$ cat config.mk
export PLATFORM = sky130hd
export DESIGN_NAME = relay_hex_field_extractor_top_flat
export DESIGN_NICKNAME = d
export VERILOG_FILES = /design/src/sv/rhfe_pkg.sv /design/src/sv/rhfe_ifs.sv /design/src/sv/rhfe_front.sv /design/src/sv/rhfe_queue.sv /design/src/sv/rhfe_back.sv /design/src/sv/relay_hex_field_extractor_top.sv /design/src/flat_wrapper.sv
export SDC_FILE = /design/constraint.sdc
export NUM_CORES = 1
export LEC_CHECK = 0
export ABC_AREA = 1
export ABC_CLOCK_PERIOD_IN_PS = 2700
export BUFFER_PORTS_ARGS = -buffer_cell sky130_fd_sc_hd__clkbuf_2
export CAP_MARGIN = 20
export CORE_MARGIN = 3
export CORE_UTILIZATION = 30
export CTS_CLUSTER_SIZE = 16
export DETAILED_ROUTE_END_ITERATION = 16
export PLACE_DENSITY = 0.49
export RECOVER_POWER = 25
export SLEW_MARGIN = 20
export SYNTH_ARGS = -nofsm -noshare
export SYNTH_HDL_FRONTEND = slang
export SYNTH_SLANG_ARGS = --single-unit
$ cat constraint.sdc
create_clock -name clock -period 2.7 [get_ports clock]
set_input_delay 0 -clock clock [delete_from_list [all_inputs] [get_ports clock]]
set_output_delay 0 -clock clock [all_outputs]
set_load 0.005 [all_outputs]
$ cat src/sv/rhfe_pkg.sv
`timescale 1ns / 1ps
// Shared types, key constant and character helpers for the relay hex field extractor.
package rhfe_pkg;

   localparam int unsigned KEY_LEN = 9;
   localparam int unsigned PROG_W = 4;

   localparam logic MODE_CHAR = 1'b0;
   localparam logic MODE_ARM = 1'b1;

   localparam logic [7:0] CH_QUOTE = 8'h22;
   localparam logic [7:0] CH_OPEN = 8'h7B;
   localparam logic [7:0] CH_CLOSE = 8'h7D;

   // The key "relay":" spelled out one character per entry.
   localparam logic [7:0] RELAY_KEY [KEY_LEN] = '{
      8'h22, 8'h72, 8'h65, 8'h6C, 8'h61, 8'h79, 8'h22, 8'h3A, 8'h22
   };

   // One classified transaction as it travels from the front to the back.
   typedef struct packed {
      logic               arm;
      logic               is_open;
      logic               is_close;
      logic               is_quote;
      logic [3:0]         nibble;
      logic [KEY_LEN-1:0] key_hit;
   } rhfe_class_type;

   // Hex value of a character; anything that is not a hex digit gives zero.
   function automatic logic [3:0] nibble_of(input logic [7:0] c);
      logic [3:0] n;
      n = 4'd0;
      if (c >= 8'h30 && c <= 8'h39) begin
         n = 4'(c - 8'h30);
      end else if (c >= 8'h61 && c <= 8'h66) begin
         n = 4'(c - 8'h57);
      end else if (c >= 8'h41 && c <= 8'h46) begin
         n = 4'(c - 8'h37);
      end
      return n;
   endfunction

endpackage

$ cat src/sv/rhfe_ifs.sv
`timescale 1ns / 1ps
// Valid/ready channel interfaces for the request and response streams.
interface rhfe_req_if;
   logic       valid;
   logic       ready;
   logic       mode;
   logic [7:0] ch;

   modport source (output valid, output mode, output ch, input ready);
   modport sink (input valid, input mode, input ch, output ready);
endinterface

interface rhfe_rsp_if;
   logic       valid;
   logic       ready;
   logic       byte_valid;
   logic [7:0] data_byte;
   logic       awaiting;

   modport source (output valid, output byte_valid, output data_byte, output awaiting,
                   input ready);
   modport sink (input valid, input byte_valid, input data_byte, input awaiting,
                 output ready);
endinterface

$ cat src/sv/rhfe_front.sv
`timescale 1ns / 1ps
// Front end: accepts request transactions and classifies each character.
module rhfe_front
   import rhfe_pkg::*;
(
   rhfe_req_if.sink        req_chan,
   input  logic            queue_full,
   output logic            push,
   output rhfe_class_type  push_item
);

   logic is_char;

   assign req_chan.ready = !queue_full;
   assign push = req_chan.valid && !queue_full;
   assign is_char = (req_chan.mode == MODE_CHAR);

   always_comb begin
      push_item.arm = (req_chan.mode == MODE_ARM);
      push_item.is_open = is_char && (req_chan.ch == CH_OPEN);
      push_item.is_close = is_char && (req_chan.ch == CH_CLOSE);
      push_item.is_quote = (req_chan.ch == CH_QUOTE);
      push_item.nibble = nibble_of(req_chan.ch);
      for (int i = 0; i < KEY_LEN; i++) begin
         push_item.key_hit[i] = (req_chan.ch == RELAY_KEY[i]);
      end
   end

endmodule

$ cat src/sv/rhfe_queue.sv
`timescale 1ns / 1ps
// Two-entry queue of classified transactions between the front and the back.
module rhfe_queue
   import rhfe_pkg::*;
(
   input  logic            clock,
   input  logic            reset,
   input  logic            push,
   input  rhfe_class_type  push_item,
   output logic            full,
   input  logic            pop,
   output logic            not_empty,
   output rhfe_class_type  pop_item
);

   rhfe_class_type slot_ff [2];
   logic           wr_ptr_ff, wr_ptr_in;
   logic           rd_ptr_ff, rd_ptr_in;
   logic [1:0]     count_ff, count_in;
   logic           do_pop;

   assign full = (count_ff == 2'd2);
   assign not_empty = (count_ff != 2'd0);
   assign pop_item = slot_ff[rd_ptr_ff];
   assign do_pop = pop && not_empty;

   always_comb begin
      wr_ptr_in = push ? !wr_ptr_ff : wr_ptr_ff;
      rd_ptr_in = do_pop ? !rd_ptr_ff : rd_ptr_ff;
      count_in = count_ff;
      if (push && !do_pop) begin
         count_in = count_ff + 2'd1;
      end else if (do_pop && !push) begin
         count_in = count_ff - 2'd1;
      end
   end

   always_ff @(posedge clock) begin
      if (reset) begin
         wr_ptr_ff <= 1'b0;
         rd_ptr_ff <= 1'b0;
         count_ff <= 2'd0;
      end else begin
         wr_ptr_ff <= wr_ptr_in;
         rd_ptr_ff <= rd_ptr_in;
         count_ff <= count_in;
      end
   end

   always_ff @(posedge clock) begin
      if (push) begin
         slot_ff[wr_ptr_ff] <= push_item;
      end
   end

endmodule

$ cat src/sv/rhfe_back.sv
`timescale 1ns / 1ps
// Back end: key matcher, hex decoder, brace counter and the response register.
module rhfe_back
   import rhfe_pkg::*;
#(
   parameter int DEPTH_BITS = 8
) (
   input  logic            clock,
   input  logic            reset,
   input  logic            item_valid,
   input  rhfe_class_type  item,
   output logic            pop,
   rhfe_rsp_if.source      rsp_chan
);

   localparam logic signed [DEPTH_BITS-1:0] DEPTH_TOP = {1'b0, {(DEPTH_BITS-1){1'b1}}};
   localparam logic signed [DEPTH_BITS-1:0] DEPTH_BOTTOM = {1'b1, {(DEPTH_BITS-1){1'b0}}};

   logic [PROG_W-1:0]            progress_ff, progress_in;
   logic                         in_run_ff, in_run_in;
   logic                         odd_ff, odd_in;
   logic [3:0]                   high_ff, high_in;
   logic signed [DEPTH_BITS-1:0] depth_ff, depth_in;
   logic                         armed_ff, armed_in;
   logic                         rsp_valid_ff;
   logic                         byte_valid_ff, byte_valid_in;
   logic [7:0]                   data_ff, data_in;
   logic [PROG_W-1:0]            q_base;
   logic [PROG_W-1:0]            q_next;

   // The response register is free when empty or being drained this cycle.
   assign pop = item_valid && (!rsp_valid_ff || rsp_chan.ready);

   assign rsp_chan.valid = rsp_valid_ff;
   assign rsp_chan.byte_valid = byte_valid_ff;
   assign rsp_chan.data_byte = data_ff;
   assign rsp_chan.awaiting = armed_ff;

   always_comb begin
      q_base = (progress_ff >= PROG_W'(KEY_LEN)) ? '0 : progress_ff;
      if (item.key_hit[q_base]) begin
         q_next = q_base + PROG_W'(1);
      end else if (item.is_quote) begin
         q_next = PROG_W'(1);
      end else begin
         q_next = '0;
      end
   end

   always_comb begin
      progress_in = progress_ff;
      in_run_in = in_run_ff;
      odd_in = odd_ff;
      high_in = high_ff;
      depth_in = depth_ff;
      armed_in = armed_ff;
      byte_valid_in = 1'b0;
      data_in = 8'd0;
      if (item.arm) begin
         armed_in = 1'b1;
         depth_in = '0;
      end else begin
         if (armed_ff) begin
            if (item.is_open) begin
               if (depth_ff != DEPTH_TOP) begin
                  depth_in = depth_ff + DEPTH_BITS'(1);
               end
            end else if (item.is_close) begin
               if (depth_ff != DEPTH_BOTTOM) begin
                  depth_in = depth_ff - DEPTH_BITS'(1);
               end
               if (depth_in == '0) begin
                  armed_in = 1'b0;
               end
            end
         end
         if (!in_run_ff) begin
            if (q_next >= PROG_W'(KEY_LEN)) begin
               progress_in = '0;
               in_run_in = 1'b1;
               odd_in = 1'b0;
            end else begin
               progress_in = q_next;
            end
         end else if (item.is_quote) begin
            in_run_in = 1'b0;
            odd_in = 1'b0;
         end else if (odd_ff) begin
            byte_valid_in = 1'b1;
            data_in = {high_ff, item.nibble};
            odd_in = 1'b0;
         end else begin
            high_in = item.nibble;
            odd_in = 1'b1;
         end
      end
   end

   always_ff @(posedge clock) begin
      if (reset) begin
         progress_ff <= '0;
         in_run_ff <= 1'b0;
         odd_ff <= 1'b0;
         high_ff <= 4'd0;
         depth_ff <= '0;
         armed_ff <= 1'b0;
         rsp_valid_ff <= 1'b0;
      end else begin
         if (pop) begin
            progress_ff <= progress_in;
            in_run_ff <= in_run_in;
            odd_ff <= odd_in;
            high_ff <= high_in;
            depth_ff <= depth_in;
            armed_ff <= armed_in;
            rsp_valid_ff <= 1'b1;
         end else if (rsp_chan.ready) begin
            rsp_valid_ff <= 1'b0;
         end
      end
   end

   always_ff @(posedge clock) begin
      if (pop) begin
         byte_valid_ff <= byte_valid_in;
         data_ff <= data_in;
      end
   end

endmodule

$ cat src/sv/relay_hex_field_extractor_top.sv
`timescale 1ns / 1ps
// Top level of the relay hex field extractor: front, queue and back joined.
// Path: a transaction accepted by the front is written into the queue and later loaded
// into the response register once that register is empty or being drained.
// Throughput: one transaction per cycle while the response side keeps ready high.
// Reset: synchronous, active high; the queue empties, the block is disarmed and searching.
module relay_hex_field_extractor_top
   import rhfe_pkg::*;
#(
   parameter int DEPTH_BITS = 8
) (
   input  logic        clock,
   input  logic        reset,
   rhfe_req_if.sink    req_chan,
   rhfe_rsp_if.source  rsp_chan
);

   // The front classifies each character once: brace, quote, hex value and a
   // hit vector against every position of the key, so the back only selects.
   rhfe_class_type push_item;
   rhfe_class_type pop_item;
   logic           push;
   logic           queue_full;
   logic           queue_not_empty;
   logic           pop;

   rhfe_front u_front (
      .req_chan   (req_chan),
      .queue_full (queue_full),
      .push       (push),
      .push_item  (push_item)
   );

   // The queue lets the request side keep streaming while the response side
   // stalls, and two entries keep a full rate across the ready turnaround.
   rhfe_queue u_queue (
      .clock     (clock),
      .reset     (reset),
      .push      (push),
      .push_item (push_item),
      .full      (queue_full),
      .pop       (pop),
      .not_empty (queue_not_empty),
      .pop_item  (pop_item)
   );

   // The back holds all stream state and updates it only when a transaction
   // moves into the response register, so stalls never disturb the order.
   rhfe_back #(
      .DEPTH_BITS (DEPTH_BITS)
   ) u_back (
      .clock      (clock),
      .reset      (reset),
      .item_valid (queue_not_empty),
      .item       (pop_item),
      .pop        (pop),
      .rsp_chan   (rsp_chan)
   );

endmodule

$ cat src/flat_wrapper.sv
// flat-port wrapper written by rule: the top's interface ports become plain ports
module relay_hex_field_extractor_top_flat import rhfe_pkg::*;
#(
   parameter int DEPTH_BITS = 8
)
  (clock, reset, req_chan_valid, req_chan_mode, req_chan_ch, req_chan_ready, rsp_chan_valid, rsp_chan_byte_valid, rsp_chan_data_byte, rsp_chan_awaiting, rsp_chan_ready);
  rhfe_req_if req_chan_i ();
  rhfe_rsp_if rsp_chan_i ();
  input  logic clock;
  input  logic reset;
  input wire logic [$bits(req_chan_i.valid)-1:0] req_chan_valid;
  input wire logic [$bits(req_chan_i.mode)-1:0] req_chan_mode;
  input wire logic [$bits(req_chan_i.ch)-1:0] req_chan_ch;
  output wire logic [$bits(req_chan_i.ready)-1:0] req_chan_ready;
  output wire logic [$bits(rsp_chan_i.valid)-1:0] rsp_chan_valid;
  output wire logic [$bits(rsp_chan_i.byte_valid)-1:0] rsp_chan_byte_valid;
  output wire logic [$bits(rsp_chan_i.data_byte)-1:0] rsp_chan_data_byte;
  output wire logic [$bits(rsp_chan_i.awaiting)-1:0] rsp_chan_awaiting;
  input wire logic [$bits(rsp_chan_i.ready)-1:0] rsp_chan_ready;
  assign req_chan_i.valid = req_chan_valid;
  assign req_chan_i.mode = req_chan_mode;
  assign req_chan_i.ch = req_chan_ch;
  assign req_chan_ready = req_chan_i.ready;
  assign rsp_chan_valid = rsp_chan_i.valid;
  assign rsp_chan_byte_valid = rsp_chan_i.byte_valid;
  assign rsp_chan_data_byte = rsp_chan_i.data_byte;
  assign rsp_chan_awaiting = rsp_chan_i.awaiting;
  assign rsp_chan_i.ready = rsp_chan_ready;
  relay_hex_field_extractor_top #(.DEPTH_BITS(DEPTH_BITS)) u_core (.clock(clock), .reset(reset), .req_chan(req_chan_i), .rsp_chan(rsp_chan_i));
endmodule
==> results.md, run 1 <==
- CP max FO: 14
- Initial antenna violation count: 0
- Slew @ Worst Pin: 0.6180 ns
- Pwr Density: 1035 nW/µm²
- DRC viols: 0
- H-tree Lvls: 3
- Die height: 109.5 µm
- Worst-path cell chain: inv_4 -> or2_4 -> o21ai_4 -> inv_2 -> nand2_1 -> a21oi_2 -> nor2_4 -> inv_1 -> a211oi_1
- Row count: 37
- Placed cells: 535
- Dpl hpwl: 5024 µm
- Post-route clock period utilization: 73.55%
- GPL Wtd Cong: 0.9624
- Vias in the first global route: 2,409
- Final setup TNS: 0 ns
- Nature of the critical path endpoint: register
- Gr ovfl total: 0
- Worst EP required: 2.95 ns
- FF-to-FF End: u_core.u_back.depth_ff[2]$_SDFFE_PP0P_
- Mean routed wirelength per cell: 12.04 µm
- CTS tree: done
- FILL cells: 1,092
- Seq/Total Area, Yosys: 50.12%
- WS Path Type: reg -> reg
- Sequential cell area: 1612 µm²
- Mapped Area: 3216 µm²
- Post-Syn Instances: 376
- Initial detailed-routing violation count: 145
- Total wire length: 6671 µm
- Post-CTS Setup Bufs: 0
- CP arrival: 2.23 ns
- IO Pins: 25
- Final Cell Area: 3714 µm²
- Crit path to: u_core.u_back.depth_ff[2]$_SDFFE_PP0P_
- Max Freq: 503.6 MHz
- CTS resizes: 0
- RSZ-0062 raised after global routing: false
- CTS Buf Count: 9
- Yosys Warn Count: 0
- Vias: 2,569
- Global Route Usage Sum: 12.11%
- Syn Nets: 399
- Post-synthesis cell type count: 32
- Register bit total from synthesis: 62
- Max-Cap Viols: 0
- Setup violators final: 0
- Final Hold Fails: 0
- IO buf count: 24
- Pre-Repair DR Iteration Count: 5
- Leading cell type in the layout, fill and taps excluded: nand2_1
- Commonest cells after routing, fill and taps aside: nand2_1, inv_1, nor2_1
- First-pass GRT wire length: 11,370 µm
- Die area: 12,000 µm²
- Max incr delay on CP: 0.53 ns
- WP buf/inv: 3
- FF-to-FF path depth: 9
- Inserted Diodes: 0
- Root Driver: clkbuf_8
- Vias per cell: 4.637
- CP delay by family, top: simple AND/OR/NAND/NOR gates
- Post-route setup slack: 0.7142 ns
- Syn_area_per_cell: 8.552 µm²
- Status: complete, no violations
- Minimum clock period: 1.986 ns
- Horiz. Die Dim: 109.5 µm
- Antenna-violating nets left: 0
- Pre-CTS WS: 0.7111 ns
- Share of post-route cells with drive strength above 1: 10.77%
- Clk buf depth: 2
- LEAKAGE: 1.441 nW
- Clk Latency, worst-skew pair: 0.33 ns
- CORE AREA: 10,370 µm²
- Layout Cells excl Fill: 554
- Clock sink count: 62
- Area of the multi-input gates: 1361 µm²
- Slowest-stage cell, CP: dfxtp_1
- Net count of the finished layout: 436
- Max-slew headroom: 58.48%
- Synth-to-Final Area Change: 15.49%
- Skew final: 0.006638 ns
- VDD IR max: 0.3215 mV
- Clock slew seen by the registers of the worst setup and hold paths: 0.07 ns
- Levels on crit path: 9
- Slew Viols, Final: 0
- Starting Density: 31.01%
- CTS Hold Bufs: 3
- Largest net degree at the start of global routing: 16
- Area after DPL: 3495 µm²
- Min-delay worst type: in -> reg
- Startpoint class of the critical path: register
- Internal reg-to-reg setup slack: 0.71 ns
power breakdown:
group          internal [mW]  leakage [nW]  switching (mW)
registers               1.26         0.563           0.165
clock network          0.437         0.100           0.384
logic                  0.542         0.777            1.05
per-stage QoR:
stage                     hold slack [ns]  utilization, %  power [mW]
after floorplan                   0.09887               -       2.654
after global placement             0.2419           33.70       3.066
after detailed placement           0.2480           33.70       3.046
after CTS                        0.009957           35.97       3.893
after global routing              0.03779           35.81       4.200
final                             0.03460           35.81       3.843
synth_stat cells (all sizes together):
library cell | number | share of area (%)
inv | 53 | 6.3
nor4 | 6 | 1.2
nand3 | 33 | 5.1
xnor2 | 1 | 0.27
o22ai | 2 | 0.39
o2111ai | 1 | 0.47
edfxtp | 37 | 35
o31ai | 1 | 0.23
buf | 3 | 1.1
dfxtp | 25 | 16
nand4 | 5 | 0.97
mux2i | 5 | 1.6
nor3b | 1 | 0.23
ha | 10 | 3.9
nand2 | 63 | 7.4
o211ai | 1 | 0.23
nor2 | 47 | 6.3
xor2 | 6 | 1.6
or2 | 2 | 0.47
o21ai | 30 | 5.0
clkbuf | 2 | 0.23
a21oi | 32 | 5.3
nor3 | 9 | 1.4
a211oi | 1 | 0.23
flip-flops by register name (all words and copies together) (netlist names), named ones only:
signal                             cells
u_core.u_queue.slot_ff                28
u_core.u_back.depth_ff                 8
u_core.u_back.rsp_chan.data_byte       8
u_core.u_back.high_ff                  4
u_core.u_back.progress_ff              4
u_core.u_queue.count_ff                2
u_core.u_back.in_run_ff                1
u_core.u_back.odd_ff                   1
u_core.u_back.rsp_chan.awaiting        1
u_core.u_back.rsp_chan.byte_valid      1
u_core.u_back.rsp_chan.valid           1
u_core.u_queue.rd_ptr_ff               1
u_core.u_queue.wr_ptr_ff               1
layout make-up:
type / count / area share, %
Clock buffer: 9 / 3.336
Clock inverter: 7 / 2.190
Inverter: 53 / 5.425
Multi-Input combinational cell: 256 / 36.66
Sequential cell: 62 / 43.40
Tap cell: 136 / 4.582
Timing Repair Buffer: 31 / 4.414
how the worst min path moves through the flow:
stage,start,to,depth (start not counted)
floorplan,req_chan_mode,u_core.u_queue.slot_ff[0][16]$_DFFE_PP_,0
global placement,req_chan_mode,u_core.u_queue.slot_ff[0][16]$_DFFE_PP_,1
detailed placement,req_chan_mode,u_core.u_queue.slot_ff[1][16]$_DFFE_PP_,1
CTS,reset,u_core.u_back.depth_ff[6]$_SDFFE_PP0P_,2
global route,reset,u_core.u_back.depth_ff[6]$_SDFFE_PP0P_,2
finish,reset,u_core.u_back.depth_ff[6]$_SDFFE_PP0P_,2
layer usage:
layer / up-vias / global-route usage [%] / wire, µm
met2: 56 / 18.74 / 3031
li1: 1344 / - / -
met1: 1165 / 16.50 / 3248
met3: 4 / 3.288 / 308
met4: 0 / 3.740 / 82
met5: - / 0 / 0
cells by family after synthesis:
logic type	after synthesis	share of synthesized area [%]
xor gates and xnor gates	7	1.907
buffers and inverters	58	7.549
and+or+nand+nor	166	23.07
DFF	62	50.12
muxes	5	1.556
AOI/OAI and AO/OA	68	11.91
adders and majority gates	10	3.891
Note: power is estimated with default switching activity, not from simulation.
==> inputs of run 2 (changes only) <==
- ABC_CLOCK_PERIOD_IN_PS: 2700 -> 2000
- clock period: 2.7 -> 2 ns (I/O delays scaled with it)
==> results.md, run 2 (synthesis results as in run 1) <==
- Root Driver: clkbuf_8 (unchanged)
- Clk Latency, worst-skew pair: 0.34 ns (was 0.33 ns)
- CP arrival: 2.00 ns (was 2.23 ns)
- Max incr delay on CP: 0.34 ns (was 0.53 ns)
- Slew @ Worst Pin: 0.4423 ns (was 0.6180 ns)
- Min-delay worst type: in -> reg (unchanged)
- Dpl hpwl: 5264 µm (was 5024 µm)
- RSZ-0062 raised after global routing: false (unchanged)
- Skew final: 0.009821 ns (was 0.006638 ns)
- Hold WS: 0.03459 ns (was 0.03460 ns)
- H-tree Lvls: 3 (unchanged)
- Max Freq: 564.6 MHz (was 503.6 MHz)
- Vias in the first global route: 2,464 (was 2,409)
- Worst-path cell chain: inv_1 -> ha_1 -> nand3_1 -> nor2_4 -> a21oi_1 -> nor3_1 -> nand3_1 -> nor2_1 -> nand2_1 -> nand2_1 -> a21oi_1 (was inv_4 -> or2_4 -> o21ai_4 -> inv_2 -> nand2_1 -> a21oi_2 -> nor2_4 -> inv_1 -> a211oi_1)
- IO Pins: 25 (unchanged)
- Post-route clock period utilization: 88.56% (was 73.55%)
- WP buf/inv: 1 (was 3)
- Largest register FFs: 28 (unchanged)
- CTS Buf Count: 9 (unchanged)
- Horiz. Die Dim: 109.5 µm (unchanged)
- Die height: 109.5 µm (unchanged)
- Pwr Density: 1416 nW/µm² (was 1035 nW/µm²)
- Clk buf depth: 2 (unchanged)
- Starting Density: 31.01% (unchanged)
- Antenna-violating nets left: 0 (unchanged)
- Net count of the finished layout: 443 (was 436)
- Initial detailed-routing violation count: 118 (was 145)
- Inserted Diodes: 0 (unchanged)
- Mean routed wirelength per cell: 12.76 µm (was 12.04 µm)
- Vias: 2,629 (was 2,569)
- Die area: 12,000 µm² (unchanged)
- CTS tree: done (unchanged)
- Finished Core Util: 36.43% (was 35.81%)
- Setup violators final: 0 (unchanged)
- Synth-to-Final Area Change: 17.47% (was 15.49%)
- Initial antenna violation count: 0 (unchanged)
- Slew Viols, Final: 0 (unchanged)
- Clock slew seen by the registers of the worst setup and hold paths: 0.07 ns (about the same)
- Max-slew headroom: 70.24% (was 58.48%)
- Vias per cell: 4.686 (was 4.637)
- LEAKAGE: 1.467 nW (was 1.441 nW)
- Pre-Repair DR Iteration Count: 4 (was 5)
- Worst EP required: 2.23 ns (was 2.95 ns)
- Most flop-heavy register: u_core.u_queue.slot_ff (unchanged)
- IO buf count: 24 (unchanged)
- Post-CTS Setup Bufs: 0 (unchanged)
- Status: complete, no violations (unchanged)
- Leading cell type in the layout, fill and taps excluded: nand2_1 (unchanged)
- Slowest-stage cell, CP: dfxtp_2 (was dfxtp_1)
- Final Hold Fails: 0 (unchanged)
- Minimum clock period: 1.771 ns (was 1.986 ns)
- WS Path Type: reg -> reg (unchanged)
- GPL Wtd Cong: 0.8643 (was 0.9624)
- Power after layout: 5.347 mW (was 3.843 mW)
- Max-Cap Viols: 0 (unchanged)
- VDD IR max: 0.4296 mV (was 0.3215 mV)
- Global Route Usage Sum: 12.76% (was 12.11%)
- Clock sink count: 62 (unchanged)
- First-pass GRT wire length: 12,050 µm (was 11,370 µm)
- DRC viols: 0 (unchanged)
- Largest net degree at the start of global routing: 16 (unchanged)
- Share of post-route cells with drive strength above 1: 14.12% (was 10.77%)
- CORE AREA: 10,370 µm² (unchanged)
- CP delay by family, top: simple AND/OR/NAND/NOR gates (unchanged)
- Nature of the critical path endpoint: register (unchanged)
- Gr ovfl total: 0 (unchanged)
- CP max FO: 5 (was 14)
- Total wire length: 7157 µm (was 6671 µm)
- Commonest cells after routing, fill and taps aside: nand2_1, inv_1, nor2_1 (unchanged)
- Startpoint class of the critical path: register (unchanged)
- Row count: 37 (unchanged)
## run 2: final timing paths
path	start	to	slack [ns]	depth (start not counted)
setup / recovery	u_core.u_back.depth_ff[1]$_SDFFE_PP0P_	u_core.u_back.rsp_chan.awaiting$_SDFFE_PP0P_	0.23	11
hold reg to reg	u_core.u_queue.rd_ptr_ff$_SDFFE_PP0P_	register	0.44	1
setup reg to reg	u_core.u_back.depth_ff[1]$_SDFFE_PP0P_	u_core.u_back.rsp_chan.awaiting$_SDFFE_PP0P_	0.23	11
hold / removal	req_chan_ch[4]	u_core.u_queue.slot_ff[1][13]$_DFFE_PP_	0.03	2
## run 2: metal layers
layer | vias up | wire length (µm) | part of all wire [%] | track usage, %
li1 | 1361 | - | - | -
met1 | 1209 | 3480 | 49 | 17.87
met2 | 53 | 3335 | 47 | 19.88
met3 | 6 | 273 | 3.8 | 3.171
met4 | 0 | 68 | 0.95 | 2.939
met5 | - | 0 | 0 | 0
## run 2: power by group
group          switching (mW)  internal [mW]  total, mW
sequential              0.222           1.72       1.94
combinational            1.52          0.803       2.32
clock                   0.511          0.576       1.09
## run 2: repair_timing
action / CTS / global route
setup endpoints to repair: 0 / 20
hold buffers: 2 / 0
endpoints found under the hold margin: 3 / 0
resized for setup: 0 / 12
## run 2: metrics by stage
stage / area (µm²) / setup WS [ns] / instances / TNS (ns)
6_report: 3777 / 0.2289 / 561 / 0
2_1_floorplan: 3216 / 0.08967 / 376 / 0
3_3_place_gp: 3547 / -0.02291 / 542 / -0.02291
5_1_grt: 3777 / 0.002574 / 561 / 0
4_1_cts: 3766 / 0.02220 / 560 / 0
3_5_place_dp: 3547 / 0.04469 / 542 / 0
## run 2: area by class of cell
| cell class | count | area (µm²) |
|---|---|---|
| Fill cell | 1102 | 6593 |
| Sequential cell | 62 | 1619 |
| Multi-Input combinational cell | 257 | 1383 |
| Timing Repair Buffer | 37 | 205.2 |
| Inverter | 53 | 201.4 |
| Tap cell | 136 | 170.2 |
| Clock buffer | 9 | 123.9 |
| Clock inverter | 7 | 75.07 |
